$ cat config.mk
export PLATFORM = sky130hd
export DESIGN_NAME = oas_ctrl_flat
export DESIGN_NICKNAME = d
export VERILOG_FILES = /design/src/sv/oas_pkg.sv /design/src/sv/oas_if.sv /design/src/sv/oas_ctrl.sv /design/src/flat_wrapper.sv
export SDC_FILE = /design/constraint.sdc
export NUM_CORES = 1
export LEC_CHECK = 0
export BUFFER_PORTS_ARGS = -buffer_cell sky130_fd_sc_hd__buf_2
export CORE_MARGIN = 4
export CORE_UTILIZATION = 40
export CTS_BUF_LIST = sky130_fd_sc_hd__clkbuf_4 sky130_fd_sc_hd__clkbuf_8 sky130_fd_sc_hd__clkbuf_16
export CTS_CLUSTER_DIAMETER = 200
export DETAILED_ROUTE_END_ITERATION = 10
export SLEW_MARGIN = 40
export SYNTH_ARGS = -nofsm -noshare
export SYNTH_HDL_FRONTEND = slang
export SYNTH_SLANG_ARGS = --single-unit
$ cat constraint.sdc
create_clock -name clk -period 5.6 [get_ports clk]
set_input_delay 0 -clock clk [delete_from_list [all_inputs] [get_ports clk]]
set_output_delay 0 -clock clk [all_outputs]
set_load 0.02 [all_outputs]
$ cat src/sv/oas_pkg.sv
`default_nettype none
package oas_pkg;
	localparam int MaxSize = 16;
	localparam int Dim = MaxSize + 1;
	localparam int IdxW = $clog2(Dim);
	localparam int AddrW = $clog2(MaxSize * MaxSize);
	localparam int CostW = 16;
	localparam int PotW = 32;
	localparam logic signed [PotW-1:0] Inf = 32'sh7FFFFFFF;
	localparam logic signed [PotW-1:0] Min = 32'sh80000000;

	typedef logic [IdxW-1:0] idx_t;

	typedef enum logic [3:0] {
		CMD_NONE,
		CMD_CLEAR,
		CMD_ROW_INIT,
		CMD_VISIT,
		CMD_SCAN,
		CMD_SCAN_LAST,
		CMD_UPDATE,
		CMD_STEP,
		CMD_AUG,
		CMD_EMIT
	} cmd_op_t;

	typedef struct packed {
		cmd_op_t op;
		idx_t j;
	} cmd_t;

	typedef struct packed {
		logic found;
		logic cur_free;
		logic cur_zero;
		idx_t emit_row;
	} sts_t;

	function automatic logic signed [PotW-1:0] sat32(input logic signed [PotW+1:0] v);
		logic signed [PotW-1:0] r;
		if (v > PotW'(Inf)) r = Inf;
		else if (v < $signed({{2{1'b1}}, Min})) r = Min;
		else r = v[PotW-1:0];
		return r;
	endfunction
endpackage
`default_nettype wire

$ cat src/sv/oas_if.sv
`default_nettype none
interface oas_in_if;
	logic valid;
	logic ready;
	logic [4:0] size;
	logic [15:0] cost;
	modport source(output valid, size, cost, input ready);
	modport sink(input valid, size, cost, output ready);
endinterface

interface oas_out_if;
	logic valid;
	logic ready;
	logic [3:0] column;
	logic [3:0] row;
	logic last;
	modport source(output valid, column, row, last, input ready);
	modport sink(input valid, column, row, last, output ready);
endinterface
`default_nettype wire

$ cat src/sv/oas_ctrl.sv
`default_nettype none
module oas_ctrl import oas_pkg::*; (
	input wire logic clk,
	input wire logic arst_n,
	oas_in_if.sink in_ch,
	oas_out_if.source out_ch,
	output logic load_we,
	output logic [AddrW-1:0] load_addr,
	output idx_t n,
	output cmd_t cmd,
	input wire sts_t sts
);
	typedef enum logic [3:0] {
		S_LOAD, S_CLEAR, S_ROW, S_VISIT, S_SCAN, S_DRAIN, S_CHECK, S_UPD, S_STEP,
		S_AUG, S_EMIT
	} state_t;
	typedef logic [2*IdxW-1:0] count_t;
	state_t state_q;
	logic [AddrW-1:0] cnt_q;
	idx_t n_q, i_q, j_q, g_q;
	idx_t s;
	count_t tot;

	assign n = n_q;
	assign load_we = in_ch.valid && in_ch.ready;
	assign load_addr = cnt_q;
	assign in_ch.ready = state_q == S_LOAD;
	assign s = (in_ch.size == 0) ? idx_t'(1) : (in_ch.size > MaxSize ? idx_t'(MaxSize)
		: in_ch.size);

	always_comb begin
		tot = n_q * n_q;
		cmd.j = j_q;
		case (state_q)
			S_CLEAR: cmd.op = CMD_CLEAR;
			S_ROW: begin cmd.op = CMD_ROW_INIT; cmd.j = i_q; end
			S_VISIT: cmd.op = CMD_VISIT;
			S_SCAN: cmd.op = CMD_SCAN;
			S_UPD: cmd.op = CMD_UPDATE;
			S_STEP: cmd.op = CMD_STEP;
			S_AUG: cmd.op = (sts.cur_zero || g_q > n_q) ? CMD_NONE : CMD_AUG;
			S_EMIT: cmd.op = CMD_EMIT;
			default: cmd.op = CMD_NONE;
		endcase
	end

	always_ff @(posedge clk or negedge arst_n) begin
		if (!arst_n) begin
			state_q <= S_LOAD;
			cnt_q <= '0;
			n_q <= '0;
			i_q <= '0; j_q <= '0; g_q <= '0;
			out_ch.valid <= 1'b0;
			out_ch.column <= '0;
			out_ch.row <= '0;
			out_ch.last <= 1'b0;
		end else begin
			case (state_q)
				S_LOAD: if (load_we) begin
					if (cnt_q == 0) n_q <= s;
					if ((cnt_q == 0 ? s * s : tot) == count_t'(cnt_q) + count_t'(1)) begin
						cnt_q <= '0;
						state_q <= S_CLEAR;
					end else cnt_q <= cnt_q + 1'b1;
				end
				S_CLEAR: begin i_q <= idx_t'(1); state_q <= S_ROW; end
				S_ROW: begin g_q <= '0; state_q <= S_VISIT; end
				S_VISIT: begin j_q <= idx_t'(1); state_q <= S_SCAN; end
				S_SCAN: begin
					if (j_q == n_q) state_q <= S_DRAIN;
					else j_q <= j_q + 1'b1;
				end
				S_DRAIN: state_q <= S_CHECK;
				S_CHECK: begin
					j_q <= '0;
					state_q <= sts.found ? S_UPD : S_STEP;
				end
				S_UPD: begin
					if (j_q == n_q) state_q <= S_STEP;
					else j_q <= j_q + 1'b1;
				end
				S_STEP: begin
					if (sts.found && !sts.cur_free && g_q != n_q) begin
						g_q <= g_q + 1'b1;
						state_q <= S_VISIT;
					end else if (sts.found && sts.cur_free) begin
						g_q <= '0;
						state_q <= S_AUG;
					end else if (i_q == n_q) begin
						// no free column reached: row left without augmentation
						j_q <= idx_t'(1);
						state_q <= S_EMIT;
					end else begin
						i_q <= i_q + 1'b1;
						state_q <= S_ROW;
					end
				end
				S_AUG: begin
					if (sts.cur_zero || g_q > n_q) begin
						if (i_q == n_q) begin
							j_q <= idx_t'(1);
							state_q <= S_EMIT;
							out_ch.valid <= 1'b0;
						end else begin
							i_q <= i_q + 1'b1;
							state_q <= S_ROW;
						end
					end else g_q <= g_q + 1'b1;
				end
				S_EMIT: begin
					if (!out_ch.valid) begin
						out_ch.valid <= 1'b1;
						out_ch.column <= 4'(j_q - 1'b1);
						out_ch.row <= sts.emit_row[3:0];
						out_ch.last <= j_q == n_q;
					end else if (out_ch.ready) begin
						out_ch.valid <= 1'b0;
						if (j_q == n_q) state_q <= S_LOAD;
						else j_q <= j_q + 1'b1;
					end
				end
				default: state_q <= S_LOAD;
			endcase
		end
	end
endmodule
`default_nettype wire

$ cat src/flat_wrapper.sv
// flat-port wrapper written by rule: the top's interface ports become plain ports
module oas_ctrl_flat import oas_pkg::*;
  (clk, arst_n, load_we, load_addr, n, cmd, sts, in_ch_valid, in_ch_size, in_ch_cost, in_ch_ready, out_ch_valid, out_ch_column, out_ch_row, out_ch_last, out_ch_ready);
  oas_in_if in_ch_i ();
  oas_out_if out_ch_i ();
  input wire logic clk;
  input wire logic arst_n;
  output logic load_we;
  output logic [AddrW-1:0] load_addr;
  output idx_t n;
  output cmd_t cmd;
  input wire sts_t sts;
  input wire logic [$bits(in_ch_i.valid)-1:0] in_ch_valid;
  input wire logic [$bits(in_ch_i.size)-1:0] in_ch_size;
  input wire logic [$bits(in_ch_i.cost)-1:0] in_ch_cost;
  output wire logic [$bits(in_ch_i.ready)-1:0] in_ch_ready;
  output wire logic [$bits(out_ch_i.valid)-1:0] out_ch_valid;
  output wire logic [$bits(out_ch_i.column)-1:0] out_ch_column;
  output wire logic [$bits(out_ch_i.row)-1:0] out_ch_row;
  output wire logic [$bits(out_ch_i.last)-1:0] out_ch_last;
  input wire logic [$bits(out_ch_i.ready)-1:0] out_ch_ready;
  assign in_ch_i.valid = in_ch_valid;
  assign in_ch_i.size = in_ch_size;
  assign in_ch_i.cost = in_ch_cost;
  assign in_ch_ready = in_ch_i.ready;
  assign out_ch_valid = out_ch_i.valid;
  assign out_ch_column = out_ch_i.column;
  assign out_ch_row = out_ch_i.row;
  assign out_ch_last = out_ch_i.last;
  assign out_ch_i.ready = out_ch_ready;
  oas_ctrl u_core (.clk(clk), .arst_n(arst_n), .in_ch(in_ch_i), .out_ch(out_ch_i), .load_we(load_we), .load_addr(load_addr), .n(n), .cmd(cmd), .sts(sts));
endmodule
# Word level (Yosys, flattened, before mapping)
# Index checks and enable logic that the tools add are counted.
[totals] ff_bits=42 input_bits=33 elab_cells=112 output_inout_bits=34
[classes] bitwise_logic=1 reduce_logical=22 muxes=42 n_mul=2 order_cmp=2 add_sub_neg=6 eq_ne=27
[ops] cell="two-way mux 5 bit" n=17
[ops] cell="two-way mux 4 bit" n=13
[ops] cell="one-hot mux 4 bit (11 select lines)" n=1
[ops] cell="one-hot mux 4 bit (8 select lines)" n=1
[ops] cell="one-hot mux 5 bit (3 select lines)" n=2
[ops] cell="one-hot mux 5 bit (6 select lines)" n=1
[ops] cell="multiplier 5 x 5 -> 10 bit" n=2
[ops] cell="== test 4 x 3 -> 1 bit (second input constant)" n=4
[ops] cell="adder 5 x 1 -> 5 bit (second input constant)" n=3
[ops] cell="== test 4 bit (second input constant)" n=3
[ops] cell="!= test 2 x 1 -> 1 bit (second input constant)" n=6
[ops] cell="!= test 2 bit (second input constant)" n=6
[ops] cell="== test 10 bit" n=1
[ops] cell="== test 5 bit" n=2
[ops] cell="two-way mux 10 bit" n=1
[ops] cell="adder 8 x 1 -> 9 bit (second input constant)" n=1
[ops] cell="AND reduction 3 bit" n=3
[ops] cell="adder 8 x 1 -> 8 bit (second input constant)" n=1
[ops] cell="== test 4 x 2 -> 1 bit (second input constant)" n=2
[ops] cell="zero test 8 bit" n=1
[ops] cell="two-way mux 8 bit" n=1
[ops] cell="AND reduction 8 bit" n=1
[ops] cell="AND reduction 6 bit" n=1
[ops] cell="nonzero test 3 bit" n=2
[ops] cell="19 further kinds" n=26

# Logic depth before layout (Yosys ltp)
[logic_depth] word_depth=9 depth_mapped=18 depth_no_buf=17

# Worst setup path before layout
# Ideal clock, no wire load.
[synth_timing] path_kind="register to register" start="register u_core.n_q[0], in the netlist u_core.n[0]" end="register u_core.cnt_q[0], in the netlist u_core.load_addr[0]" path_slack_ns=1.369 setup_time_ns=0.146 synth_period_minus_slack_ns=4.231 stages_incl_launch_ff=18 path_buffers=1 required_ns=5.454 t_arrival_ns=4.085 path_cell_list="dfrtp_1 -> clkbuf_1 -> and2_1 -> fa_1 -> inv_1 -> fa_1 -> inv_1 -> ha_1 -> a21o_1 -> ha_1 -> or2_2 -> o221ai_1 -> a21oi_1 -> xnor2_1 -> o21ai_0 -> nand4_1 -> nor4b_2 -> o21ai_0"
[synth_between] elab_chain_cells=4
[synth_lines] item="start, declared" line_no="oas_ctrl.sv:20" text="idx_t n_q, i_q, j_q, g_q;"
[synth_lines] item="start signal, assigned" line_no="oas_ctrl.sv:60" text="if (cnt_q == 0) n_q <= s;"
[synth_lines] item="multiplier 5 x 5 -> 10 bit" line_no="oas_ctrl.sv:32" text="tot = n_q * n_q;"
[synth_lines] item="two-way mux 10 bit" line_no="oas_ctrl.sv:61" text="if ((cnt_q == 0 ? s * s : tot) == count_t'(cnt_q) + count_t'(1)) begin"
[synth_lines] item="== test 10 bit" line_no="oas_ctrl.sv:61"
[synth_lines] item="two-way mux 8 bit" line_no="oas_ctrl.sv:61"
[synth_lines] item="end signal, assigned" line_no="oas_ctrl.sv:64" text="end else cnt_q <= cnt_q + 1'b1;"
[synth_lines] item="end, declared" line_no="oas_ctrl.sv:19" text="logic [AddrW-1:0] cnt_q;"
# Every way passes these cells.
# A chain may end at the register's enable or synchronous reset.

# Worst setup path after layout
# Same ends and word-level chain as after synthesis.

==> metrics.md <==
| Metric | Value |
|---|---|
| Synth Register Bits | `42` |
| Tightest Hold Check Type | `input pin to flip-flop` |
| Insertion delay of the later-clocked pin in the worst-skew pair | `0.30 ns` |
| Number of top-level pins | `67` |
| Number of failing setup endpoints in the final timing report | `0` |
| DRC marker count from the first detailed-route iteration | `91` |
| Multi-input combinational cell area | `2560 sq um` |
| Number of input and output port buffers inserted | `49` |
| Leakage component of the power | `2.03 nW` |
| Via count normalized by instance count | `5.41` |
| FILL cells | `957` |
| Fraction of registers with async set/reset | `100%` |
| Core Region | `9200 sq um` |
| X dimension of the die | `105 um` |
| Worst IR drop on VDD | `0.000234 V` |
| Portion of the post-synthesis area used by sequential elements | `28.0%` |
| Clock root cell | `sky130_fd_sc_hd__clkbuf_8` |
| Post-cts resize count | `0` |
| Cts bufs inserted | `5` |
| Number of antenna diodes | `0` |
| Commonest non-fill, non-tap cell in the layout | `sky130_fd_sc_hd__nand2_1` |
| Layout Area Growth over Synthesis | `14.2%` |
| Final worst-path cycle share | `82.6%` |
| Crit-path cells | `and2_1 -> fa_1 -> inv_1 -> fa_1 -> inv_1 -> ha_1 -> a21o_1 -> ha_1 -> or2_2 -> o22ai_1 -> xnor2_1 -> o211ai_1 -> and2_1 -> nand4_1 -> nor4b_2 -> o21ai_0` |
| Critical Path Sink Type | `flip-flop` |
| Count of pins over their slew limit | `0` |
| Overall via count from detail_route | `3375` |
| Critical path's slowest cell | `sky130_fd_sc_hd__nor4b_2` |
| Initial cell density of the core | `40.8%` |
| Die extent in y | `105 um` |
| Cell Pwr Density | `478 nW/um^2` |
| FP Rows | `35` |
| DRT Wirelength | `8850 um` |
| Synth Flop Type | `sky130_fd_sc_hd__dfrtp_1` |
| Required time at the endpoint of the critical path | `5.75 ns` |
| Pwr Total | `2.05 mW` |
| Gate count of the mapped netlist | `465` |
| Result of the run | `complete, no violations` |
| Initial antenna violation count | `0` |
| Leading cell types in the layout, fill and taps excluded | `sky130_fd_sc_hd__nand2_1 (66), sky130_fd_sc_hd__buf_2 (48), sky130_fd_sc_hd__dfrtp_1 (42), sky130_fd_sc_hd__o21ai_0 (36), sky130_fd_sc_hd__nor2_1 (36)` |
| Nets | `581` |
| Final hold viol count | `0` |
| Max-capacitance violation count | `0` |
| Delay of the slowest critical-path stage | `0.63 ns` |
| Relative max-transition margin | `52.6%` |
| HPWL after detailed placement | `6830 um` |
| Final GP Congestion | `0.816` |
| Detailed-route wire length per cell | `14.2 um` |
| Number of iterations in the first detailed-routing pass | `4` |
| All-layer global routing usage | `16.1%` |
| Least-Margin Pin Slew | `0.710 ns` |
| Layout cell share with drive strength beyond 1 | `14.4%` |
| Biggest fanout along the worst timing path | `12` |
| Number of warnings printed during yosys synthesis | `0` |
| Number of sinks on the clock net | `42` |
| Peak clock frequency supported by timing | `0.216 GHz` |
| Shortest period the worst path allows | `4.63 ns` |
| CTS max path bufs | `2` |
| CTS H-tree depth | `2` |
| Clock transition at the register clock pins on the worst setup and hold paths after CTS | `0.09 ns` |
| CP startpoint kind | `flip-flop` |
| Setup skew after layout | `0.0145 ns` |
| RSZ-0062 raised after global routing | `no` |
| Wire length of the first global-routing pass | `15000 um` |
| Area used by sequential logic in the layout | `1050 sq um` |
| Remaining number of nets flagged by the antenna check after routing | `0` |
| Number of global-route vias before repair | `3260` |
| Synthesized cell area | `3760 sq um` |
| Total negative slack | `0 ns` |
| Global route total overflow | `0` |
| Kind of critical path | `flip-flop to flip-flop` |
| Post-synthesis cell type count | `56` |
| WP data arrival | `4.78 ns` |
| Final routed DRC violation total | `0` |
| Setup fix buffers added after clock tree synthesis | `0` |
| Maximum number of pins on one net before global-route repair | `43` |
| Die Area | `11000 sq um` |
| Number of enable-type register cells in the synthesized netlist | `0` |
| Post-synthesis area per instance | `8.08 sq um` |
| CTS tree | `done` |
## synth_stat cells, types with 3 or more instances
cell type,n,area (sq um)
sky130_fd_sc_hd__or3_1,7,43.8
sky130_fd_sc_hd__nor4_1,3,18.8
sky130_fd_sc_hd__clkbuf_1,16,60.1
sky130_fd_sc_hd__a21oi_1,23,115
sky130_fd_sc_hd__or2_2,3,18.8
sky130_fd_sc_hd__dfrtp_1,42,1050
sky130_fd_sc_hd__o31ai_1,13,97.6
sky130_fd_sc_hd__nand3b_1,4,30.0
sky130_fd_sc_hd__nor3_1,9,45.0
sky130_fd_sc_hd__nor2b_1,7,43.8
sky130_fd_sc_hd__o311ai_1,3,26.3
sky130_fd_sc_hd__xor2_1,16,140
sky130_fd_sc_hd__o22ai_1,6,37.5
sky130_fd_sc_hd__mux2_2,5,56.3
sky130_fd_sc_hd__fa_1,5,100
sky130_fd_sc_hd__ha_1,31,388
sky130_fd_sc_hd__o21ai_0,36,180
sky130_fd_sc_hd__nand3_1,18,90.1
sky130_fd_sc_hd__inv_1,23,86.3
sky130_fd_sc_hd__xnor2_1,19,166
sky130_fd_sc_hd__nor2_1,36,135
sky130_fd_sc_hd__nand2b_1,9,56.3
sky130_fd_sc_hd__nand4_1,4,25.0
sky130_fd_sc_hd__nand2_1,66,248
sky130_fd_sc_hd__and3_1,5,31.3
sky130_fd_sc_hd__mux2i_1,7,70.1
sky130_fd_sc_hd__a21o_1,3,22.5
sky130_fd_sc_hd__and2_1,10,62.6
## critical path, delay by kind of cell, from the launching register on
family | cells | cell delay (ns)
AND/OR/NAND/NOR | 5 | 1.49
XOR/XNOR | 1 | 0.12
flip-flops | 1 | 0.56
adder cells (fa/ha/maj) | 4 | 1.49
AO/OA/AOI/OAI | 4 | 0.73
buffers and inverters | 2 | 0.09
## registers in the layout (all words and copies together) (netlist names)
| signal | cells |
|---|---|
| u_core.g_q | 5 |
| u_core.i_q | 5 |
| u_core.j_q | 5 |
| u_core.load_addr | 8 |
| u_core.n | 5 |
| u_core.out_ch.column | 4 |
| u_core.out_ch.last | 1 |
| u_core.out_ch.row | 4 |
| u_core.out_ch.valid | 1 |
| u_core.state_q | 4 |
## worst paths after layout
kind	startpoint	endpoint	slack, ns	depth (start not counted)
max reg2reg	u_core.n[0]$_DFFE_PN0P_	u_core.load_addr[0]$_DFFE_PN0P_	0.97	16
min reg2reg	u_core.out_ch.row[0]$_DFFE_PN0P_	u_core.out_ch.row[0]$_DFFE_PN0P_	0.48	2
max	u_core.n[0]$_DFFE_PN0P_	u_core.load_addr[0]$_DFFE_PN0P_	0.97	16
max in group asynchronous	arst_n	u_core.load_addr[7]$_DFFE_PN0P_	4.97	2
min	in_ch_size[1]	u_core.n[1]$_DFFE_PN0P_	0.04	3
min in group asynchronous	arst_n	u_core.out_ch.column[3]$_DFFE_PN0P_	0.23	2
## report_power, final
part           switching, mW  internal, mW
combinational          0.713         0.470
clock                  0.118         0.179
sequential             0.178         0.392
## layout make-up
type,instances,area share [%]
Clock inverter,3,1.60
Inverter,24,2.10
Tap cell,111,3.24
Clock buffer,5,1.60
Multi-Input combinational cell,384,59.8
Timing Repair Buffer,55,7.18
Sequential cell,42,24.5
## kinds of logic (layout without fill, tap and decap cells)
family	after synthesis	in the layout	share of synthesized area (%)
buffers and inverters	41	87	4.13
adders and majority gates	37	37	13.3
AOI/OAI and AO/OA	106	106	17.6
DFF	42	42	28.0
xor gates and xnor gates	35	35	8.16
and+or+nand+nor	191	191	25.4
other	1	3	0.0998
muxes	12	12	3.36
## per-stage QoR
stage	util, %	setup WS [ns]	hold slack (ns)	std cells	area (sq um)
2_1_floorplan	-	1.37	-0.296	467	3760
3_3_place_gp	44.4	1.04	0.192	610	4080
3_5_place_dp	44.4	0.934	0.0390	610	4090
4_1_cts	46.6	0.909	0.0359	624	4280
5_1_grt	46.6	0.577	0.0876	624	4290
6_report	46.6	0.972	0.0448	624	4290
## routing by layer
| metal | up-vias | part of all wire, % | track usage, % |
|---|---|---|---|
| met5 | - | 0 | 0 |
| met4 | 0 | 0.79 | 4.12 |
| met3 | 6 | 3.4 | 2.47 |
| met2 | 57 | 50 | 29.1 |
| met1 | 1579 | 46 | 20.0 |
| li1 | 1733 | - | - |
## repair_timing
action	4_1_cts	5_1_grt
hold buffers	6	0
setup endpoints to repair	0	0
hold endpoints to repair	47	0
Power figures use the tool's default switching activity.
